File: config.mk
export PLATFORM = sky130hd
export DESIGN_NAME = radix_string_to_integer
export DESIGN_NICKNAME = d
export VERILOG_FILES = /design/src/hdl/rsti_pkg.sv /design/src/hdl/radix_string_to_integer.sv
export SDC_FILE = /design/constraint.sdc
export NUM_CORES = 1
export LEC_CHECK = 0
export BUFFER_PORTS_ARGS = -buffer_cell sky130_fd_sc_hd__buf_4
export CORE_ASPECT_RATIO = 0.8
export CORE_UTILIZATION = 43
export CTS_CLUSTER_SIZE = 8
export DETAILED_ROUTE_END_ITERATION = 16
export PLACE_DENSITY = 0.58
export SYNTH_ARGS = -nofsm -noshare
export SYNTH_HDL_FRONTEND = slang
export SYNTH_SLANG_ARGS = --single-unit
File: constraint.sdc
create_clock -name aclk -period 9.82 [get_ports aclk]
set_input_delay 1.473 -clock aclk [delete_from_list [all_inputs] [get_ports aclk]]
set_output_delay 1.473 -clock aclk [all_outputs]
set_load 0.02 [all_outputs]
File: src/hdl/rsti_pkg.sv
// Package for the radix string-to-integer converter: widths, character codes,
// register indexes, scan phase type and the digit decoder.
// Depends on nothing; used by hdl/radix_string_to_integer.sv.
`default_nettype none

package rsti_pkg;

    localparam int CHAR_W    = 8;
    localparam int VALUE_W   = 32;
    localparam int POS_W     = 12;
    localparam int CFG_IDX_W = 2;
    localparam int M_DATA_W  = 48;

    localparam logic [POS_W-1:0] STOP_CAP = 12'd4095;

    // character codes
    localparam logic [CHAR_W-1:0] CH_SPACE = 8'h20;
    localparam logic [CHAR_W-1:0] CH_TAB   = 8'h09;
    localparam logic [CHAR_W-1:0] CH_MINUS = 8'h2d;
    localparam logic [CHAR_W-1:0] CH_0     = 8'h30;
    localparam logic [CHAR_W-1:0] CH_7     = 8'h37;
    localparam logic [CHAR_W-1:0] CH_9     = 8'h39;
    localparam logic [CHAR_W-1:0] CH_A     = 8'h61;
    localparam logic [CHAR_W-1:0] CH_F     = 8'h66;
    localparam logic [CHAR_W-1:0] CASE_BIT = 8'h20;

    // radix_mode codes; the unused code behaves as decimal
    localparam logic [1:0] RADIX_OCT = 2'd0;
    localparam logic [1:0] RADIX_DEC = 2'd1;
    localparam logic [1:0] RADIX_HEX = 2'd2;

    // configuration register indexes
    localparam logic [CFG_IDX_W-1:0] REG_RADIX_MODE  = 2'd0;
    localparam logic [CFG_IDX_W-1:0] REG_LOWER_BOUND = 2'd1;
    localparam logic [CFG_IDX_W-1:0] REG_UPPER_BOUND = 2'd2;

    localparam logic signed [VALUE_W-1:0] LOWER_RESET = 32'sh8000_0000;
    localparam logic signed [VALUE_W-1:0] UPPER_RESET = 32'sh7fff_ffff;

    typedef enum logic [2:0] {
        PH_SKIP   = 3'b001,
        PH_DIGITS = 3'b010,
        PH_STOP   = 3'b100
    } phase_t;

    typedef struct packed {
        logic       ok;
        logic [3:0] val;
    } digit_t;

    function automatic digit_t digit_decode(input logic [CHAR_W-1:0] c,
                                            input logic [1:0] mode);
        logic [CHAR_W-1:0] lc;
        logic [CHAR_W-1:0] hex_val;
        digit_t d;
        lc      = c | CASE_BIT;
        hex_val = lc - CH_A + 8'd10;
        d.ok    = 1'b0;
        d.val   = 4'd0;
        if (c >= CH_0 && c <= CH_9) begin
            d.ok  = (mode != RADIX_OCT) || (c <= CH_7);
            d.val = c[3:0];
        end else if (mode == RADIX_HEX && lc >= CH_A && lc <= CH_F) begin
            d.ok  = 1'b1;
            d.val = hex_val[3:0];
        end
        return d;
    endfunction

endpackage

`default_nettype wire

File: src/hdl/radix_string_to_integer.sv
// Top level of the radix string-to-integer converter: scan stage, end-of-string
// hold stage and bounds-check result register.
// Depends on hdl/rsti_pkg.sv.
//
//  Channel | Direction | Fields (low bit first)
//  --------+-----------+-----------------------------------------------------
//  s_      | in        | tdata: char_code[7:0]; tlast: end_of_string
//  m_      | out       | tdata: value[31:0], stop_position[43:32], zero pad;
//          |           | tuser: status
//  cfg_wr_ | in        | index 0 radix_mode, 1 lower_bound, 2 upper_bound
//
// One character per cycle while s_tready is high. A beat updates the scan registers;
// a beat with tlast moves the scan result into a hold stage, from which the checked
// result register is loaded once it is free; m_tvalid rises when it is loaded.
// Reset (aresetn low, synchronous) restores the registers and drops any pending
// result. With a stalled result and a full hold stage, s_tready drops for every
// character until m_tready frees the result register.
`default_nettype none

module radix_string_to_integer (
    input  wire logic                          aclk,
    input  wire logic                          aresetn,
    input  wire logic                          s_tvalid,
    output logic                               s_tready,
    input  wire logic [rsti_pkg::CHAR_W-1:0]   s_tdata,   // char_code[7:0]
    input  wire logic                          s_tlast,
    output logic                               m_tvalid,
    input  wire logic                          m_tready,
    output logic [rsti_pkg::M_DATA_W-1:0]      m_tdata,   // value[31:0], stop_position[43:32]
    output logic                               m_tuser,   // status
    input  wire logic                          cfg_wr_en,
    input  wire logic [rsti_pkg::CFG_IDX_W-1:0] cfg_wr_index,
    input  wire logic [rsti_pkg::VALUE_W-1:0]  cfg_wr_data
);

    // configuration
    logic [1:0]                          radix_mode_reg;
    logic signed [rsti_pkg::VALUE_W-1:0] lower_bound_reg;
    logic signed [rsti_pkg::VALUE_W-1:0] upper_bound_reg;

    // scan state
    rsti_pkg::phase_t                    phase_reg, phase_next;
    logic [rsti_pkg::VALUE_W-1:0]        acc_reg, acc_next;
    logic                                neg_reg, neg_next;
    logic [rsti_pkg::POS_W-1:0]          idx_reg, idx_next;

    // hold stage
    logic                                fin_valid_reg;
    logic [rsti_pkg::VALUE_W-1:0]        fin_acc_reg;
    logic                                fin_neg_reg;
    logic [rsti_pkg::POS_W-1:0]          fin_idx_reg;

    // result register
    logic                                out_valid_reg;
    logic [rsti_pkg::VALUE_W-1:0]        out_value_reg;
    logic                                out_status_reg;
    logic [rsti_pkg::POS_W-1:0]          out_pos_reg;

    logic                                s_beat;
    logic                                out_free;
    logic                                fin_move;
    logic                                consumed;
    logic                                is_space;
    logic [rsti_pkg::VALUE_W-1:0]        acc_scaled;
    rsti_pkg::digit_t                    dig;
    logic signed [rsti_pkg::VALUE_W-1:0] signed_val;
    logic                                out_of_range;

    assign out_free = !out_valid_reg || m_tready;
    assign fin_move = fin_valid_reg && out_free;
    assign s_tready = aresetn && (!fin_valid_reg || out_free);
    assign s_beat   = s_tvalid && s_tready;

    // configuration writes
    always_ff @(posedge aclk) begin
        if (!aresetn) begin
            radix_mode_reg  <= rsti_pkg::RADIX_DEC;
            lower_bound_reg <= rsti_pkg::LOWER_RESET;
            upper_bound_reg <= rsti_pkg::UPPER_RESET;
        end else if (cfg_wr_en) begin
            unique case (cfg_wr_index)
                rsti_pkg::REG_RADIX_MODE:  radix_mode_reg  <= cfg_wr_data[1:0];
                rsti_pkg::REG_LOWER_BOUND: lower_bound_reg <= cfg_wr_data;
                rsti_pkg::REG_UPPER_BOUND: upper_bound_reg <= cfg_wr_data;
                default: ;
            endcase
        end
    end

    // scan logic: one character
    assign dig      = rsti_pkg::digit_decode(s_tdata, radix_mode_reg);
    assign is_space = (s_tdata == rsti_pkg::CH_SPACE) || (s_tdata == rsti_pkg::CH_TAB);

    always_comb begin
        unique case (radix_mode_reg)
            rsti_pkg::RADIX_OCT: acc_scaled = acc_reg << 3;
            rsti_pkg::RADIX_HEX: acc_scaled = acc_reg << 4;
            default:             acc_scaled = (acc_reg << 3) + (acc_reg << 1);
        endcase
    end

    always_comb begin
        phase_next = phase_reg;
        acc_next   = acc_reg;
        neg_next   = neg_reg;
        consumed   = 1'b0;
        unique case (phase_reg)
            rsti_pkg::PH_SKIP: begin
                if (is_space) begin
                    consumed = 1'b1;
                end else if (s_tdata == rsti_pkg::CH_MINUS) begin
                    consumed   = 1'b1;
                    neg_next   = 1'b1;
                    phase_next = rsti_pkg::PH_DIGITS;
                end else if (dig.ok) begin
                    consumed   = 1'b1;
                    acc_next   = acc_scaled + {{(rsti_pkg::VALUE_W-4){1'b0}}, dig.val};
                    phase_next = rsti_pkg::PH_DIGITS;
                end else begin
                    phase_next = rsti_pkg::PH_STOP;
                end
            end
            rsti_pkg::PH_DIGITS: begin
                if (dig.ok) begin
                    consumed = 1'b1;
                    acc_next = acc_scaled + {{(rsti_pkg::VALUE_W-4){1'b0}}, dig.val};
                end else begin
                    phase_next = rsti_pkg::PH_STOP;
                end
            end
            rsti_pkg::PH_STOP: ;
            default: ;
        endcase
        // saturate the position at the cap
        idx_next = (consumed && idx_reg != rsti_pkg::STOP_CAP) ? idx_reg + 1'b1 : idx_reg;
    end

    always_ff @(posedge aclk) begin
        if (!aresetn) begin
            phase_reg <= rsti_pkg::PH_SKIP;
            acc_reg   <= '0;
            neg_reg   <= 1'b0;
            idx_reg   <= '0;
        end else if (s_beat) begin
            if (s_tlast) begin
                phase_reg <= rsti_pkg::PH_SKIP;
                acc_reg   <= '0;
                neg_reg   <= 1'b0;
                idx_reg   <= '0;
            end else begin
                phase_reg <= phase_next;
                acc_reg   <= acc_next;
                neg_reg   <= neg_next;
                idx_reg   <= idx_next;
            end
        end
    end

    // hold stage: capture the finished scan of a last beat
    always_ff @(posedge aclk) begin
        if (!aresetn) begin
            fin_valid_reg <= 1'b0;
        end else if (s_beat && s_tlast) begin
            fin_valid_reg <= 1'b1;
        end else if (fin_move) begin
            fin_valid_reg <= 1'b0;
        end
    end

    always_ff @(posedge aclk) begin
        if (s_beat && s_tlast) begin
            fin_acc_reg <= acc_next;
            fin_neg_reg <= neg_next;
            fin_idx_reg <= idx_next;
        end
    end

    // sign and bounds check
    assign signed_val   = fin_neg_reg ? -$signed(fin_acc_reg) : $signed(fin_acc_reg);
    assign out_of_range = (signed_val < lower_bound_reg) || (signed_val > upper_bound_reg);

    always_ff @(posedge aclk) begin
        if (!aresetn) begin
            out_valid_reg <= 1'b0;
        end else if (fin_move) begin
            out_valid_reg <= 1'b1;
        end else if (m_tready) begin
            out_valid_reg <= 1'b0;
        end
    end

    always_ff @(posedge aclk) begin
        if (fin_move) begin
            out_value_reg  <= out_of_range ? '0 : signed_val;
            out_status_reg <= out_of_range;
            out_pos_reg    <= fin_idx_reg;
        end
    end

    assign m_tvalid = out_valid_reg;
    assign m_tuser  = out_status_reg;
    assign m_tdata  = {{(rsti_pkg::M_DATA_W - rsti_pkg::VALUE_W - rsti_pkg::POS_W){1'b0}},
                       out_pos_reg, out_value_reg};

    // an out-of-range result carries a zero value
    assert property (@(posedge aclk) disable iff (!aresetn)
        out_valid_reg && out_status_reg |-> out_value_reg == '0)
        else $error("out-of-range result with nonzero value");

    // a last beat leaves the scan registers cleared
    assert property (@(posedge aclk) disable iff (!aresetn)
        s_beat && s_tlast |=> phase_reg == rsti_pkg::PH_SKIP && acc_reg == '0
                              && !neg_reg && idx_reg == '0)
        else $error("scan state not cleared after end of string");

    // while skipping whitespace nothing has been accumulated
    assert property (@(posedge aclk) disable iff (!aresetn)
        phase_reg == rsti_pkg::PH_SKIP |-> acc_reg == '0 && !neg_reg)
        else $error("accumulator or sign set during whitespace skip");

    // a held result waits until the result register frees up
    assert property (@(posedge aclk) disable iff (!aresetn)
        fin_valid_reg && !out_free |=> fin_valid_reg)
        else $error("held result dropped while output stalled");

endmodule

`default_nettype wire
=== Word-level counts from Yosys, hierarchy flattened ===
Cells that the tools add are included.

* Bits in registers: 206
* Bits of input ports: 48
* Output and inout port bits: 51
* Word-level logic and storage cells: 93

* Add/subtract/negate cells: 6
* Order comparisons: 7
* Equality and inequality tests: 11
* Mux-type cells: 29
* Reductions and logical operators: 25

{| class="wikitable"
|+ Operator list
! operator !! count
|-
| 2-to-1 mux 32 bit || 5
|-
| one-hot mux 32 bit (2 select lines) || 2
|-
| adder 32 bit || 1
|-
| adder 32 x 4 -> 32 bit || 1
|-
| > comparator 32 bit || 1
|-
| less-than comparator 32 bit || 1
|-
| negation 32 bit || 1
|-
| 2-to-1 mux 12 bit || 2
|-
| equality test 8 x 6 -> 1 bit (second input constant) || 2
|-
| <= comparator 8 x 6 -> 1 bit (second input constant) || 2
|-
| 2-to-1 mux 3 bit || 5
|-
| adder 12 x 1 -> 12 bit (second input constant) || 1
|-
| inequality test 12 bit (second input constant) || 1
|-
| 2-to-1 mux 1 bit || 11
|-
| 2-to-1 mux 5 bit || 2
|-
| equality test 8 x 4 -> 1 bit (second input constant) || 1
|-
| >= comparator 8 x 6 -> 1 bit (second input constant) || 1
|-
| >= comparator 8 x 7 -> 1 bit (second input constant) || 1
|-
| <= comparator 8 x 7 -> 1 bit (second input constant) || 1
|-
| logical AND 1 bit || 8
|-
| inequality test 3 bit (second input constant) || 2
|-
| one-hot mux 3 bit (2 select lines) || 1
|-
| AND reduction 2 bit || 3
|-
| nonzero test 2 bit || 3
|-
| 12 further kinds || 19
|}

=== Longest topological paths before layout ===
* Word-level depth: 12
* Gate-level depth with buffers: 21
* Gate-level depth less buffers: 20

=== Worst setup path before layout ===
OpenSTA, ideal clock, no wires.

* Path kind: flip-flop to flip-flop
* Start point: reg fin_acc_reg[4] (netlist bit)
* End point: reg out_value_reg[21] (netlist bit), data pin
* Setup time: 0.269 ns
* Arrival time: 5.028 ns
* Required time: 9.551 ns
* Path slack: 4.522 ns
* Stages on the path, launching flop included: 20
* Path buffers: 1
* Clock period less this slack: 5.298 ns
* Cell sequence: edfxtp_1 -> or4_1 -> nor3_1 -> nor3b_1 -> nand2b_1 -> or3_1 -> o31a_1 -> a21oi_1 -> nand2_1 -> xor2_1 -> ha_1 -> nand2_1 -> or3_1 -> nor4_1 -> o21ai_0 -> o221a_2 -> and4b_1 -> nor3_1 -> clkbuf_1 -> nor3b_1

* Longest elaborated chain between the ends: 4
* Elaborated cells between the ends (all ways): 5
* Classes of those cells: add/sub: 1; order compare: 2; mux: 1; reduce/logical: 1

{| class="wikitable"
|+ RTL lines
! what !! RTL line !! text
|-
| start, declared || radix_string_to_integer.sv:49 || <nowiki>logic [rsti_pkg::VALUE_W-1:0] fin_acc_reg;</nowiki>
|-
| start signal, assigned || radix_string_to_integer.sv:172 || <nowiki>fin_acc_reg <= acc_next;</nowiki>
|-
| negation 32 bit (*) || radix_string_to_integer.sv:179 || <nowiki>assign signed_val = fin_neg_reg ? -$signed(fin_acc_reg) : $signed(fin_acc_reg);</nowiki>
|-
| 2-to-1 mux 32 bit (*) || radix_string_to_integer.sv:179 ||
|-
| named net signed_val, one bit || radix_string_to_integer.sv:66 || <nowiki>logic signed [rsti_pkg::VALUE_W-1:0] signed_val;</nowiki>
|-
| less-than comparator 32 bit or > comparator 32 bit (tied branches) || radix_string_to_integer.sv:180 || <nowiki>assign out_of_range = (signed_val < lower_bound_reg) || (signed_val > upper_bound_reg);</nowiki>
|-
| logical OR 1 bit (*) || radix_string_to_integer.sv:180 ||
|-
| end signal, assigned || radix_string_to_integer.sv:194 || <nowiki>out_value_reg <= out_of_range ? '0 : signed_val;</nowiki>
|-
| end, declared || radix_string_to_integer.sv:55 || <nowiki>logic [rsti_pkg::VALUE_W-1:0] out_value_reg;</nowiki>
|}

Mark *: on every way through the listed nets, which the timed path passes. The rest lies on a longest branch.
A chain may end at the register's enable or synchronous reset.

=== Worst setup path after layout ===
* Start point: reg fin_acc_reg[5] (netlist bit)
* End point: reg out_value_reg[24] (netlist bit), data pin

Same word-level chain as after synthesis.

==> reports/results.ini <==
[outcome]
status=completed

[routing]
drt-pass1-iter-count=6
via_count=11956
ant_nets=0
routed_wl_mm=38.6
routedWlPerCell_um=18.6
remaining_drc_errors=0
vias_per_cell=5.75
drt_first_iter_violations=785

[synth]
netlist_area_um2=13800
synthTopCellsByCount=219 x nand2_1, 116 x dfxtp_1, 108 x a21oi_1, 101 x nor2_1, 99 x ha_1
synth_cells=1590
yosysTopAreaCell=edfxtp_1
synth_top_area_share_pct=19.6
synth_area_leaders=edfxtp_1 20%, dfxtp_1 17%, ha_1 9.0%
synth.most_common_cell=nand2_1
ys.flop_type=dfxtp_1
avgSynthCellArea_um2=8.69
synthArstFlopShare_pct=0
synth-seq-cells=206
ys_warn_count=0
synth-edff-count=90
seq_area_frac_synth_pct=36.4
synth_cell_types=91

[cells_and_area]
antenna_cells=0
regArea_um2=5030
nNetsFinal=1785
multi_input_area_um2=8120
final_cells=2078
drive_gt1_share_pct=11.2
fill_cells=3063
syn_to_final_growth_pct=12.9

[clocking]
clk_latency_ns=0.54
hold_buffers=0
root_buffer=clkbuf_16
post_cts_buffers=0
ctsResizeCount=0
cts_made_buffers=29
clk_pin_slew_ns=0.05
cts_tree=built
clock-sinks=206
max-clock-path-buffers=3
htree_levels=1

[sta]
worst_pin_slew_ns=1.32
relSlewSlack_pct=11.5
setup_viol=0
fmax_ghz=0.158
fin_skew_ns=0.0107
slew_violations=0
finalCritPeriodShare_pct=64.3
hold_viol_final=0
rsz0062_at_grt=false
finalSetupTns_ns=0
final.min_clock_period_ns=6.32

[setup_path]
required_ns=10.06
cp_max_fo=19
path_class=flip-flop to flip-flop
endpoint_kind=flip-flop
rrSetupSlack_ns=3.50
crit_path_start_kind=flip-flop
worstPathArrival_ns=6.55

[global_routing]
grt_pass1_vias=11061
grt_max_degree=79
grt_usage_pct=23.1
overflow=0
grt_pass1_wl_mm=61.5
antenna_found_initial=0

[floorplanning]
ioPinCount=99
num_rows=58
die_height_um=162
start_util_pct=43.9
core-area_um2=31500
die_w_um=202
dieArea_um2=32900

[power]
internal-power_mw=1.54
p_sw_uw=489
p_leak_nw=6.01
p_seq_share_pct=45.7
power_switching_share_pct=24.2
power_frac_comb_pct=9.4
vdd_drop_max_mv=0.118
pwr-share-clk_pct=44.9
power.density_nw_per_um2=130

[place]
hpwl_mm=27.9
numPortBuffers=94
placed_cells=2025
place.gp.congestion=0.857

[job]
maxCapViolCount=0

[min_path]
hp-class=flip-flop to flip-flop

## routing by layer
layer / up-vias / GRT usage [%] / wire (um)
met5: - / 0 / 0
met4: 0 / 3.83 / 454
met3: 30 / 2.54 / 2110
met2: 324 / 34.7 / 16200
met1: 5693 / 35.9 / 19900
li1: 5909 / - / -
## power groups by stage
stage                     clock (mW)  sequential, mW  combinational [mW]
after CTS                      0.927           0.926               0.190
after detailed placement           0           0.943               0.189
after global routing           0.966           0.927               0.210
after global placement             0           0.943               0.186
after floorplan                    0           0.943               0.121
final                          0.909           0.926               0.190
## stage by stage
| stage | area, um2 | utilization [%] | total power [mW] | hold slack [ns] | worst slack (ns) |
|---|---|---|---|---|---|
| after floorplan | 13800 | - | 1.06 | 0.400 | 4.52 |
| after global placement | 14800 | 46.9 | 1.13 | 0.402 | 3.57 |
| after detailed placement | 14800 | 46.9 | 1.13 | 0.405 | 3.47 |
| after CTS | 15600 | 49.5 | 2.04 | 0.412 | 3.47 |
| after global routing | 15600 | 49.5 | 2.10 | 0.422 | 3.01 |
| final | 15600 | 49.5 | 2.02 | 0.412 | 3.50 |
## final timing paths
path | startpoint | endpoint | depth (start not counted)
worst max-delay path | fin_acc_reg[5] | out_value_reg[24] | 19
worst min-delay path | fin_idx_reg[7] | out_pos_reg[7] | 0
worst max register to register | fin_acc_reg[5] | out_value_reg[24] | 19
worst min register to register | fin_idx_reg[7] | out_pos_reg[7] | 0
## final cells by class
class | count | area share (%)
Clock buffer | 52 | 5.21
Clock inverter | 1 | 0.0562
Inverter | 83 | 2.00
Multi-Input combinational cell | 1210 | 52.0
Sequential cell | 206 | 32.2
Tap cell | 420 | 3.37
Timing Repair Buffer | 106 | 5.10
## logic make-up (layout without fill, tap and decap cells)
kind of cell	count (synthesis)	in the layout	share of synthesized area [%]
simple gates	573	573	20.9
other cells	1	4	0.0271
buf+inv	177	242	5.22
fa+ha+maj	101	101	9.25
xor+xnor	70	70	4.44
flops	206	206	36.4
mux	41	41	3.08
compound gates	421	421	20.7
## layout by cell type, fill, tap and decap left out, types with 14 or more instances in the layout
| master | n |
|---|---|
| nand2b_1 | 18 |
| nor3b_1 | 36 |
| o211ai_1 | 43 |
| edfxtp_1 | 90 |
| inv_1 | 80 |
| ha_1 | 99 |
| nand3_1 | 25 |
| a22oi_1 | 25 |
| o21ai_0 | 63 |
| clkbuf_1 | 23 |
| xor2_1 | 27 |
| nor3_1 | 28 |
| a21oi_1 | 108 |
| nor2b_1 | 14 |
| mux2i_1 | 28 |
| or3_1 | 21 |
| xnor2_1 | 43 |
| nand2_1 | 219 |
| buf_4 | 106 |
| nand4_1 | 33 |
| and2_1 | 14 |
| a21o_1 | 41 |
| dfxtp_1 | 114 |
| clkbuf_16 | 29 |
| nor2_1 | 101 |
## critical path: stages (launching register included)
cell,delay (ns)
edfxtp_1,0.42
or4_1,0.57
nor3_1,0.21
nor3b_1,0.25
nand2b_1,0.12
or3_1,0.41
o31a_1,0.35
a21oi_1,0.30
nand2_1,0.11
xor2_1,0.19
ha_1,0.31
nand4_1,0.10
or3_1,0.38
nor4_1,0.37
o21ai_0,0.14
o221a_2,0.25
and4b_1,0.21
nor3_2,0.82
buf_4,0.41
nor3b_1,0.10
No activity file was read; power rests on OpenSTA's default activity.
